--- config.mk ---
export PLATFORM = sky130hd
export DESIGN_NAME = aml_sleep_type_scanner
export DESIGN_NICKNAME = d
export VERILOG_FILES = /design/src/rtl/aml_sts_pkg.sv /design/src/rtl/aml_sts_core.sv /design/src/rtl/aml_sts_out.sv /design/src/rtl/aml_sleep_type_scanner.sv
export VERILOG_INCLUDE_DIRS = /design/src /design/src/rtl
export SDC_FILE = /design/constraint.sdc
export NUM_CORES = 1
export LEC_CHECK = 0
export BUFFER_PORTS_ARGS = -buffer_cell sky130_fd_sc_hd__buf_2
export CORE_MARGIN = 2
export CORE_UTILIZATION = 62
export CTS_CLUSTER_SIZE = 30
export DETAILED_ROUTE_END_ITERATION = 8
export PLACE_DENSITY = 0.77
export SLEW_MARGIN = 30
export SYNTH_ARGS = -nofsm -noshare
export SYNTH_HDL_FRONTEND = slang
export SYNTH_SLANG_ARGS = --single-unit
--- constraint.sdc ---
create_clock -name clk -period 10.8 [get_ports clk]
set_clock_uncertainty 0.1 [all_clocks]
set_input_delay 2.16 -clock clk [delete_from_list [all_inputs] [get_ports clk]]
set_output_delay 2.16 -clock clk [all_outputs]
set_load 0.1 [all_outputs]
--- src/rtl/aml_sleep_type_scanner_defines.svh ---
// Assertion macros shared by the sleep-type scanner modules.
`ifndef AML_SLEEP_TYPE_SCANNER_DEFINES_SVH
`define AML_SLEEP_TYPE_SCANNER_DEFINES_SVH

// Same-cycle implication, checked on clk and disabled while rst_n is low.
`define AML_ASSERT_IMPL(label, ante, cons, msg) \
  label: assert property (@(posedge clk) disable iff (!rst_n) (ante) |-> (cons)) \
    else $error(msg);

// Next-cycle implication, checked on clk and disabled while rst_n is low.
`define AML_ASSERT_NEXT(label, ante, cons, msg) \
  label: assert property (@(posedge clk) disable iff (!rst_n) (ante) |=> (cons)) \
    else $error(msg);

`endif

--- src/rtl/aml_sts_pkg.sv ---
// Types and constants shared by the sleep-type scanner modules.
`timescale 1ns / 1ps

package aml_sts_pkg;

  localparam int POSITION_BITS_DEF = 20;
  localparam int BODY_LEN_W        = 20;
  localparam int TARGET_W          = 3;
  localparam int CFG_DATA_W        = 20;

  localparam logic [7:0] BYTE_PREFIX     = 8'h0A;
  localparam logic [7:0] CHAR_UNDERSCORE = 8'h5F;
  localparam logic [7:0] CHAR_S          = 8'h53;
  localparam logic [7:0] CHAR_ZERO       = 8'h30;

  localparam logic [TARGET_W-1:0] TARGET_RESET = 3'd3;

  // Configuration register indexes.
  typedef enum logic {
    REG_BODY_LENGTH  = 1'b0,
    REG_TARGET_STATE = 1'b1
  } cfg_reg_t;

  // Result status codes.
  typedef enum logic [1:0] {
    ST_FOUND        = 2'd0,
    ST_NOT_FOUND    = 2'd1,
    ST_OUT_OF_TABLE = 2'd2
  } status_t;

  // Parse phases of the scan.
  typedef enum logic [3:0] {
    PH_SEARCH   = 4'd0,
    PH_PKG_OP   = 4'd1,
    PH_LEAD     = 4'd2,
    PH_LENGTH   = 4'd3,
    PH_COUNT    = 4'd4,
    PH_PREFIX_A = 4'd5,
    PH_VALUE_A  = 4'd6,
    PH_PREFIX_B = 4'd7,
    PH_VALUE_B  = 4'd8,
    PH_DONE     = 4'd9
  } phase_t;

  typedef struct packed {
    logic [7:0] data_byte;
    logic       restart;
  } in_item_t;

  typedef struct packed {
    status_t    status;
    logic [7:0] sleep_type_a;
    logic [7:0] sleep_type_b;
  } out_item_t;

  // Result handed from the parser to the output queue.
  typedef struct packed {
    logic      valid;
    out_item_t item;
  } res_t;

endpackage

--- src/rtl/aml_sts_core.sv ---
// Byte parser: configuration registers, name match and package walk.
`timescale 1ns / 1ps
`include "aml_sleep_type_scanner_defines.svh"

module aml_sts_core #(
  parameter int POSITION_BITS = aml_sts_pkg::POSITION_BITS_DEF
) (
  input  logic                              clk,
  input  logic                              rst_n,
  input  logic                              cfg_we,
  input  logic                              cfg_index,
  input  logic [aml_sts_pkg::CFG_DATA_W-1:0] cfg_wdata,
  input  logic                              accept,
  input  aml_sts_pkg::in_item_t             in_item,
  output aml_sts_pkg::res_t                 res
);

  // Compare width holds the position, the table length and a small offset.
  localparam int CW = ((POSITION_BITS > aml_sts_pkg::BODY_LEN_W) ?
                       POSITION_BITS : aml_sts_pkg::BODY_LEN_W) + 3;

  logic [aml_sts_pkg::BODY_LEN_W-1:0] body_len_r;
  logic [aml_sts_pkg::TARGET_W-1:0]   target_r;

  aml_sts_pkg::phase_t     phase_r, phase_nxt, cur_phase;
  logic [POSITION_BITS-1:0] pos_r, pos_nxt, cur_pos;
  logic [23:0]              recent_r, recent_nxt, cur_recent, pattern;
  logic [1:0]               left_r, left_nxt, cur_left, lead_k;
  logic [7:0]               held_r, held_nxt, cur_held, type_b, d;
  logic [CW-1:0]            posx, blx;
  logic                     stepped, have_status;
  aml_sts_pkg::status_t     status;

  // Configuration writes.
  always_ff @(posedge clk) begin
    if (!rst_n) begin
      body_len_r <= '0;
      target_r   <= aml_sts_pkg::TARGET_RESET;
    end else if (cfg_we) begin
      unique case (cfg_index)
        aml_sts_pkg::REG_BODY_LENGTH:  body_len_r <= cfg_wdata;
        aml_sts_pkg::REG_TARGET_STATE: target_r   <= cfg_wdata[aml_sts_pkg::TARGET_W-1:0];
      endcase
    end
  end

  // Scan state registers, updated once per accepted item.
  always_ff @(posedge clk) begin
    if (!rst_n) begin
      phase_r  <= aml_sts_pkg::PH_SEARCH;
      pos_r    <= '0;
      recent_r <= '0;
      left_r   <= '0;
      held_r   <= '0;
    end else if (accept) begin
      phase_r  <= phase_nxt;
      pos_r    <= pos_nxt;
      recent_r <= recent_nxt;
      left_r   <= left_nxt;
      held_r   <= held_nxt;
    end
  end

  // A restart byte sees the scan state as freshly cleared.
  always_comb begin
    d          = in_item.data_byte;
    cur_phase  = in_item.restart ? aml_sts_pkg::PH_SEARCH : phase_r;
    cur_pos    = in_item.restart ? '0 : pos_r;
    cur_recent = in_item.restart ? '0 : recent_r;
    cur_left   = in_item.restart ? '0 : left_r;
    cur_held   = in_item.restart ? '0 : held_r;
    posx       = CW'(cur_pos);
    blx        = CW'(body_len_r);
    lead_k     = d[7:6];
    pattern    = {aml_sts_pkg::CHAR_UNDERSCORE, aml_sts_pkg::CHAR_S,
                  aml_sts_pkg::CHAR_ZERO + 8'(target_r)};
  end

  // Next phase and result for the current byte.
  always_comb begin
    phase_nxt   = cur_phase;
    pos_nxt     = cur_pos;
    recent_nxt  = cur_recent;
    left_nxt    = cur_left;
    held_nxt    = cur_held;
    type_b      = '0;
    stepped     = 1'b1;
    have_status = 1'b0;
    status      = aml_sts_pkg::ST_FOUND;

    unique case (cur_phase)
      aml_sts_pkg::PH_SEARCH: begin
        if (cur_recent == pattern && d == aml_sts_pkg::CHAR_UNDERSCORE &&
            posx + CW'(5) < blx) begin
          phase_nxt = aml_sts_pkg::PH_PKG_OP;
        end
      end
      aml_sts_pkg::PH_PKG_OP: phase_nxt = aml_sts_pkg::PH_LEAD;
      aml_sts_pkg::PH_LEAD: begin
        if (!(posx + CW'(3) + CW'(lead_k) < blx)) begin
          have_status = 1'b1;
          status      = aml_sts_pkg::ST_OUT_OF_TABLE;
        end else if (lead_k == 2'd0) begin
          phase_nxt = aml_sts_pkg::PH_COUNT;
        end else begin
          left_nxt  = lead_k;
          phase_nxt = aml_sts_pkg::PH_LENGTH;
        end
      end
      aml_sts_pkg::PH_LENGTH: begin
        left_nxt = cur_left - 2'd1;
        if (left_nxt == 2'd0) begin
          phase_nxt = aml_sts_pkg::PH_COUNT;
        end
      end
      aml_sts_pkg::PH_COUNT: phase_nxt = aml_sts_pkg::PH_PREFIX_A;
      aml_sts_pkg::PH_PREFIX_A: begin
        if (d == aml_sts_pkg::BYTE_PREFIX) begin
          phase_nxt = aml_sts_pkg::PH_VALUE_A;
        end else begin
          held_nxt  = d;
          phase_nxt = aml_sts_pkg::PH_PREFIX_B;
        end
      end
      aml_sts_pkg::PH_VALUE_A: begin
        held_nxt  = d;
        phase_nxt = aml_sts_pkg::PH_PREFIX_B;
      end
      aml_sts_pkg::PH_PREFIX_B: begin
        if (d == aml_sts_pkg::BYTE_PREFIX) begin
          phase_nxt = aml_sts_pkg::PH_VALUE_B;
        end else begin
          type_b      = d;
          have_status = 1'b1;
        end
      end
      aml_sts_pkg::PH_VALUE_B: begin
        type_b      = d;
        have_status = 1'b1;
      end
      default: begin
        // Scan finished (or a code with no meaning): bytes are ignored.
        phase_nxt = aml_sts_pkg::PH_DONE;
        stepped   = 1'b0;
      end
    endcase

    if (stepped) begin
      recent_nxt = {cur_recent[15:0], d};
      // The last byte of the table ends any scan still in progress.
      if (!have_status && posx + CW'(1) >= blx) begin
        have_status = 1'b1;
        status      = (phase_nxt == aml_sts_pkg::PH_SEARCH) ?
                      aml_sts_pkg::ST_NOT_FOUND : aml_sts_pkg::ST_OUT_OF_TABLE;
      end
      if (cur_pos != '1) begin
        pos_nxt = cur_pos + POSITION_BITS'(1);
      end
      if (have_status) begin
        phase_nxt = aml_sts_pkg::PH_DONE;
      end
    end
  end

  // Result toward the output queue; the types read zero on an error.
  always_comb begin
    res.valid             = accept && stepped && have_status;
    res.item.status       = status;
    res.item.sleep_type_a = (status == aml_sts_pkg::ST_FOUND) ? held_nxt : '0;
    res.item.sleep_type_b = (status == aml_sts_pkg::ST_FOUND) ? type_b : '0;
  end

  `AML_ASSERT_NEXT(a_done_after_result, res.valid, phase_r == aml_sts_pkg::PH_DONE, "scan did not finish after its result")
  `AML_ASSERT_IMPL(a_quiet_when_done, accept && !in_item.restart && phase_r == aml_sts_pkg::PH_DONE, !res.valid, "result emitted after the scan finished")

endmodule

--- src/rtl/aml_sts_out.sv ---
// Two-entry output queue between the parser and the result channel.
`timescale 1ns / 1ps
`include "aml_sleep_type_scanner_defines.svh"

module aml_sts_out (
  input  logic                   clk,
  input  logic                   rst_n,
  input  aml_sts_pkg::res_t      res,
  output logic                   full,
  output logic                   out_valid,
  input  logic                   out_stall,
  output aml_sts_pkg::out_item_t out_item
);

  aml_sts_pkg::out_item_t slot0_r, slot0_nxt, slot1_r, slot1_nxt;
  logic [1:0]             cnt_r, cnt_nxt;
  logic                   push, pop;

  assign push      = res.valid;
  assign pop       = out_valid && !out_stall;
  assign out_valid = (cnt_r != 2'd0);
  assign full      = (cnt_r == 2'd2);
  assign out_item  = slot0_r;

  // Queue bookkeeping: the head sits in slot0, the next item in slot1.
  always_comb begin
    slot0_nxt = slot0_r;
    slot1_nxt = slot1_r;
    cnt_nxt   = cnt_r;
    priority if (push && pop) begin
      if (cnt_r == 2'd2) begin
        slot0_nxt = slot1_r;
        slot1_nxt = res.item;
      end else begin
        slot0_nxt = res.item;
      end
    end else if (pop) begin
      slot0_nxt = slot1_r;
      cnt_nxt   = cnt_r - 2'd1;
    end else if (push) begin
      if (cnt_r == 2'd0) begin
        slot0_nxt = res.item;
      end else begin
        slot1_nxt = res.item;
      end
      cnt_nxt = cnt_r + 2'd1;
    end else begin
      // Neither side moves: the queue holds its contents.
      cnt_nxt = cnt_r;
    end
  end

  always_ff @(posedge clk) begin
    if (!rst_n) begin
      cnt_r <= '0;
    end else begin
      cnt_r <= cnt_nxt;
    end
  end

  // Payload slots carry no reset.
  always_ff @(posedge clk) begin
    slot0_r <= slot0_nxt;
    slot1_r <= slot1_nxt;
  end

  `AML_ASSERT_IMPL(a_no_push_when_full, push, cnt_r != 2'd2, "result pushed into a full queue")
  `AML_ASSERT_NEXT(a_pop_drains, pop && !push, cnt_r == $past(cnt_r) - 2'd1, "queue count did not drop on a pop")

endmodule

--- src/rtl/aml_sleep_type_scanner.sv ---
// Top level of the sleep-type scanner for the AML body of a DSDT table.
`timescale 1ns / 1ps

// The block takes table body bytes one item per cycle and, per scan, returns
// one result item: the sleep type bytes for control blocks A and B of the
// '_Sn_' package, or a not-found or out-of-table status. Every byte is parsed
// in the cycle it is accepted, so the sustained rate is one item per clock
// while in_stall is low; the result that a byte causes is registered in the
// output queue before it appears on the output. Results wait in a two-entry
// output queue, and in_stall rises only when both entries are full. Set
// body_length and target_state while idle; a byte with restart set begins a
// new scan at body offset zero. No clearing pass follows reset.
module aml_sleep_type_scanner #(
  parameter int POSITION_BITS = aml_sts_pkg::POSITION_BITS_DEF
) (
  input  logic                               clk,
  input  logic                               rst_n,
  input  logic                               cfg_we,
  input  logic                               cfg_index,
  input  logic [aml_sts_pkg::CFG_DATA_W-1:0] cfg_wdata,
  input  logic                               in_valid,
  output logic                               in_stall,
  input  aml_sts_pkg::in_item_t              in_item,
  output logic                               out_valid,
  input  logic                               out_stall,
  output aml_sts_pkg::out_item_t             out_item
);

  aml_sts_pkg::res_t res;
  logic              full, accept;

  assign in_stall = full;
  assign accept   = in_valid && !full;

  // Byte parser.
  aml_sts_core #(
    .POSITION_BITS (POSITION_BITS)
  ) u_core (
    .clk       (clk),
    .rst_n     (rst_n),
    .cfg_we    (cfg_we),
    .cfg_index (cfg_index),
    .cfg_wdata (cfg_wdata),
    .accept    (accept),
    .in_item   (in_item),
    .res       (res)
  );

  // Output queue.
  aml_sts_out u_out (
    .clk       (clk),
    .rst_n     (rst_n),
    .res       (res),
    .full      (full),
    .out_valid (out_valid),
    .out_stall (out_stall),
    .out_item  (out_item)
  );

endmodule

# After elaboration in Yosys (flattened, before gate mapping)
# Cells that the tools add are included.
dict set report totals {
  regBits 119
  latchBits 0
  ram_bits 0
  mem_bits_ro 0
  inputBits 35
  out_inout_bits 20
  elab_cells 122
  memories 0
}
dict set report op_classes {
  add_sub_neg 9
  n_mul 0
  div 0
  magnitude_cmp 3
  eq_ne 16
  shifts 0
  muxes 50
  n_bitwise 2
  n_reduce_logical 28
}
# operator count
set ops {}
lappend ops {{two-way mux 18 bit} 10}
lappend ops {{two-way mux 20 bit} 3}
lappend ops {{two-way mux 24 bit} 2}
lappend ops {{less-than comparator 23 x 20 -> 1 bit} 2}
lappend ops {{two-way mux 8 bit} 5}
lappend ops {{case mux 4 bit (9 select lines)} 1}
lappend ops {{case mux 8 bit (2 select lines)} 2}
lappend ops {{two-way mux 4 bit} 7}
lappend ops {{equality test 24 x 23 -> 1 bit} 1}
lappend ops {{adder 23 x 2 -> 23 bit} 1}
lappend ops {{>= comparator 23 x 20 -> 1 bit} 1}
lappend ops {{adder 20 x 1 -> 21 bit, second input constant} 1}
lappend ops {{adder 20 x 2 -> 21 bit, second input constant} 1}
lappend ops {{adder 20 x 3 -> 21 bit, second input constant} 1}
lappend ops {{adder 20 x 1 -> 20 bit, second input constant} 1}
lappend ops {{two-way mux 2 bit} 10}
lappend ops {{!= test 20 bit, second input constant} 1}
lappend ops {{equality test 4 x 3 -> 1 bit, second input constant} 4}
lappend ops {{OR reduction 9 bit} 1}
lappend ops {{equality test 4 x 2 -> 1 bit, second input constant} 2}
lappend ops {{equality test 8 x 4 -> 1 bit, second input constant} 1}
lappend ops {{equality test 8 x 7 -> 1 bit, second input constant} 1}
lappend ops {{logical AND 1 bit} 8}
lappend ops {{zero test 2 bit} 4}
lappend ops {{19 further kinds} 37}

# Logic depth before layout (Yosys ltp)
dict set report logic_depth {
  depth_word 16
  depth_mapped 33
  ltp_nobuf 25
}

# Cells and area by module
# Synthesis repeated with hierarchy kept, for this count alone.
dict set report unflattened {
  hier_cells 942
  area_unflattened_um2 7912.6
}
# mod n_inst cells_per_inst area_each_um2 seq_area_each_um2
set modules_own_cells {}
lappend modules_own_cells {aml_sts_core 1 865 6393.6 1621.6}
lappend modules_own_cells {aml_sts_out 1 76 1505.2 1121.1}
lappend modules_own_cells {aml_sleep_type_scanner 1 1 13.8 0.0}

# Worst setup path before layout
# Ideal clock, no wire load.
dict set report synth_timing {
  kind {in2reg}
  from {input port in_item[0] (netlist name)}
  to {register u_out.slot1_r[0] (netlist name) (enable)}
  setup_ns 0.421
  t_arrival_ns 8.771
  t_required_ns 10.279
  setup_slack_ns 1.508
  stages 28
  path_buffers 7
  cell_sequence {clkbuf_1 clkbuf_1 clkbuf_1 clkbuf_1 clkbuf_1 clkbuf_1 nor2b_1 inv_1 ha_1 nand3b_1 or2_2 clkbuf_1 o2111ai_1 a211oi_1 nand2_1 or4_1 xor2_1 ha_1 nand4_1 nor3_1 nor3b_1 a211oi_1 nand3_1 nand2_1 a31o_2 inv_1 ha_1 o31ai_1}
}
dict set report synth_via {
  elab_chain_cells 15
  word_cells_on_any_way 33
  classes_between {3 x add/sub; 2 x order compare; 11 x eq/ne; 8 x mux; 9 x reduce/logical}
}
# item line
set synth_rtl {}
lappend synth_rtl {{start: declaration} aml_sleep_type_scanner.sv:23} ;# input aml_sts_pkg::in_item_t in_item,
lappend synth_rtl {{two-way mux 20 bit} aml_sts_core.sv:68} ;# cur_pos = in_item.restart ? '0 : pos_r;
lappend synth_rtl {{adder 20 x 2 -> 21 bit} aml_sts_core.sv:100} ;# if (!(posx + CW'(3) + CW'(lead_k) < blx)) begin
lappend synth_rtl {{adder 23 x 2 -> 23 bit} aml_sts_core.sv:100}
lappend synth_rtl {{less-than comparator 23 x 20 -> 1 bit} aml_sts_core.sv:100}
lappend synth_rtl {{two-way mux 1 bit} aml_sts_core.sv:100}
lappend synth_rtl {{case mux 1 bit (3 select lines)} aml_sts_core.sv:91} ;# unique case (cur_phase)
lappend synth_rtl {{zero test 1 bit} aml_sts_core.sv:151} ;# if (!have_status && posx + CW'(1) >= blx) begin
lappend synth_rtl {{logical AND 1 bit} aml_sts_core.sv:151}
lappend synth_rtl {{two-way mux 1 bit} aml_sts_core.sv:151}
lappend synth_rtl {{two-way mux 1 bit (2 in series)} aml_sts_core.sv:148} ;# if (stepped) begin
lappend synth_rtl {{logical AND 1 bit *} aml_sts_core.sv:167} ;# res.valid = accept && stepped && have_status;
lappend synth_rtl {{logical AND 1 bit} aml_sts_out.sv:30} ;# priority if (push && pop) begin
lappend synth_rtl {{!= test 2 bit (no source line) (tied with other cells)} -}
lappend synth_rtl {{AND reduction 4 bit (no source line) *} -}
lappend synth_rtl {{end signal: assignment} aml_sts_out.sv:64} ;# slot1_r <= slot1_nxt;
lappend synth_rtl {{end: declaration} aml_sts_out.sv:15} ;# aml_sts_pkg::out_item_t slot0_r, slot0_nxt, slot1_r, slot1_nxt;
# Mark *: on every way between the ends. The rest lies on a longest branch, timed or not. The select of a mux whose other input is x is not followed.
# A chain may end at the register's enable or synchronous reset.

==> Flow_metrics.wiki <==
{| class="wikitable"
! Metric !! Value
|-
| Status || finished clean
|-
| Area of all placed cells without fillers || 0.00929 sq mm
|-
| Placement-stage cell area || 0.00874 sq mm
|-
| Type of origin of the critical path || primary input
|-
| Post-synthesis instance area || 0.00841 sq mm
|-
| Total count of hold-check failures in the final report || 0
|-
| Maximum number of pins on one net before global-route repair || 57
|-
| Accumulated negative setup slack || 0 ns
|-
| Routed WL per cell || 17.8 microns
|-
| Prevailing post-synth register cell || dfxtp_1
|-
| Post-cts hold buffer count || 0
|-
| Endpoint arrival time on the critical path || 8.27 ns
|-
| Resize count post-CTS || 0
|-
| Unique masters post-synth || 76
|-
| Path type of the worst setup path || primary input to flip-flop
|-
| Antenna cell count || 0
|-
| Max-capacitance violation count || 0
|-
| Busiest layer in global routing || met2
|-
| Maximum resistive drop on vdd || 0.118 mV
|-
| Flop and latch count out of synthesis || 119
|-
| Share of the clock period used by the worst path after layout || 76.0%
|-
| Synth Instances || 1044
|-
| Net count after synthesis || 1143
|-
| Drt via density || 6.21
|-
| Count of nets after finishing || 1167
|-
| Post-place setup slack || 2.44 ns
|-
| Worst-Margin Slew || 0.969 ns
|-
| Global-route wire length before repair || 35600 microns
|-
| Dpl hpwl || 16300 microns
|-
| Area inside the core boundary || 0.0132 sq mm
|-
| DRT antenna net count || 0
|-
| Number of warning messages in the yosys log || 0
|-
| Final weighted congestion in routability-driven placement || 1.02
|-
| Overall routing resource usage || 31.2%
|-
| Global Route met3 Usage || 4.72%
|-
| Met1 Track Usage GR || 46.4%
|-
| Total Routed Length || 22300 microns
|-
| Clock buffer count from CTS || 17
|-
| Part of the Yosys area used for sequential elements || 32.6%
|-
| Data required time at the worst endpoint || 10.86 ns
|-
| Critical path capture point type || flip-flop
|-
| Max FO, Critical Path || 45
|-
| GRT Residual Overflow || 0
|-
| Starting density of the core || 63.5%
|-
| Site row count || 42
|-
| Number of pins with negative max-slew slack in the final report || 0
|-
| Buffer type at the clock tree root || clkbuf_16
|-
| Port Buffer Count || 54
|-
| Die span in y || 120 microns
|-
| Share of final-layout standard cells stronger than drive strength 1 || 11.7%
|-
| Setup repair after global routing missed its margin || no
|-
| Post-CTS repair timing setup buffer count || 0
|-
| Worst hold margin || 0.345 ns
|-
| Num ports || 55
|-
| Die outline area || 0.0145 sq mm
|-
| Clock transition at path regs || 0.06 ns
|-
| Final count of negative-setup-slack endpoints || 0
|-
| Vias after detailed routing || 7806
|-
| H-Tree Depth || 4
|-
| Type of the tightest min-delay check || flip-flop to flip-flop
|-
| GR Util met2 || 46.8%
|-
| Tmin final || 8.21 ns
|-
| TritonCTS Sinks || 119
|-
| PnR Total Power || 1480 uW
|-
| Worst slew slack as a fraction of its limit || 35.1%
|-
| Vias in the first global route || 7000
|-
| Floorplan die width || 120 microns
|-
| Drc violations || 0
|-
| Fraction of synthesis flops using an asynchronous set or reset pin || 0%
|-
| Max clock buf depth || 2
|-
| TritonCTS clock tree || done
|-
| Area Growth Syn to Fin || 10.5%
|-
| Antenna violations before repair || 0
|-
| Latest clock arrival within the worst-skew pair || 0.42 ns
|-
| Count of flip-flops with a built-in enable after synthesis || 36
|-
| Static leakage || 0.00353 uW
|-
| Maximum operating frequency || 0.122 GHz
|-
| Total power per unit cell area || 159 mW/mm^2
|-
| Slack of the critical path || 2.59 ns
|-
| Number of detailed-route iterations in the first pass || 5
|-
| Mean cell area of the mapped netlist || 8.06 sq um
|-
| Iteration-0 DRC count of the detailed router || 941
|}
Yosys cell counts (9+ instances only):
library cell	n	share of area, %
and2_1	15	1.1
buf_1	10	0.45
o31ai_1	10	0.89
a21oi_1	90	5.4
nand2b_1	21	1.6
a211oi_1	9	0.80
inv_1	41	1.8
nor2_1	86	3.8
nand4_1	13	0.97
nand2_1	138	6.2
xor2_1	24	2.5
edfxtp_1	36	13
xnor2_1	39	4.1
a22oi_1	15	1.3
ha_1	63	9.4
nand3b_1	23	2.1
dfxtp_1	83	20
o21ai_0	49	2.9
nor2b_1	24	1.8
clkbuf_1	41	1.8
or2_2	9	0.67
nand3_1	35	2.1
nor3_1	26	1.5
nor4_1	10	0.74
placed cells by master (no fill, tap or decap), drive strengths merged, types with 9 or more instances in the layout:
cell type	Yosys	layout
xnor2	39	39
or3	9	9
ha	63	63
o31ai	10	10
nand4	13	13
nand2	139	139
xor2	24	24
nor2b	24	24
nand3b	23	23
edfxtp	36	36
a22oi	15	15
o21ai	52	52
buf	17	63
a211oi	9	9
a21oi	90	90
clkbuf	41	18
nand2b	21	21
nor2	86	86
and2	15	15
dfxtp	83	83
nor3	26	26
inv	41	45
nand3	36	36
or2	10	10
nor4	10	10
final cells by class:
class	instances	area, sq um
clock buffer	18	429
clock inverter	14	126
fill	1154	3950
inverter	42	158
multi-input combinational	825	5280
sequential	119	2740
tap	176	220
timing repair buffer	63	338
where the power goes:
| part | switching [uW] | internal, uW | total, uW |
|---|---|---|---|
| logic | 311 | 93.0 | 404 |
| clock network | 222 | 318 | 540 |
| registers | 22.7 | 511 | 533 |
final timing paths:
path / start / endpoint / slack [ns] / cells after the start
worst max register to register: u_core.pos_r[1] / u_out.out_item[2] / 4.15 / 25
worst min-delay path: u_core.recent_r[21] / u_core.recent_r[21] / 0.34 / 2
worst min register to register: u_core.recent_r[21] / u_core.recent_r[21] / 0.34 / 2
worst max-delay path: in_item[0] / u_out.out_item[2] / 2.59 / 26
kinds of logic after synthesis:
family	Yosys count	share of synthesized area, %
DFF	119	32.6
muxes	11	1.43
AOI/OAI and AO/OA	238	17.8
xor gates and xnor gates	63	6.56
adders and majority gates	64	9.61
buffers and inverters	100	4.70
and+or+nand+nor	449	27.3
per-layer routing:
metal  wire length [microns]  share of wire, %
met1                   10500                47
met2                    9800                44
met3                    1570               7.0
met4                     442               2.0
met5                       0                 0
worst max-delay path, cell delays in order:
cell and delay, ns:
buf_2 0.33, nor2b_1 0.26, inv_1 0.06, ha_1 0.26, nand3b_1 0.32, nor4_1 0.42, xnor2_1 0.16, a211oi_1 0.46
nand2_1 0.15, or4_1 0.51, xor2_1 0.17, ha_1 0.28, nand4_1 0.09, nor3_1 0.29, nor3b_1 0.23, a211oi_1 0.10
nand3_1 0.20, nand2_1 0.13, a31o_2 0.31, inv_1 0.07, ha_1 0.23, nand2_1 0.08, o21ai_1 0.09, buf_4 0.25
clkinv_1 0.29, mux2_2 0.36
state kept, by name, indices dropped and copies added, names as in the netlist:
register,count
u_core.recent_r,24
u_core.pos_r,20
u_core.body_len_r,20
u_out.out_item,18
u_core.target_r,3
u_core.held_r,8
u_core.left_r,2
u_out.cnt_r,2
u_core.phase_r,4
u_out.slot1_r,18
metrics by stage:
stage	util, %	cells
after detailed placement	66.0	1225
after CTS	70.2	1257
after floorplan	-	1044
after global routing	70.2	1257
final	70.2	1257
after global placement	66.0	1225
No activity file was read; power rests on OpenSTA's default activity.
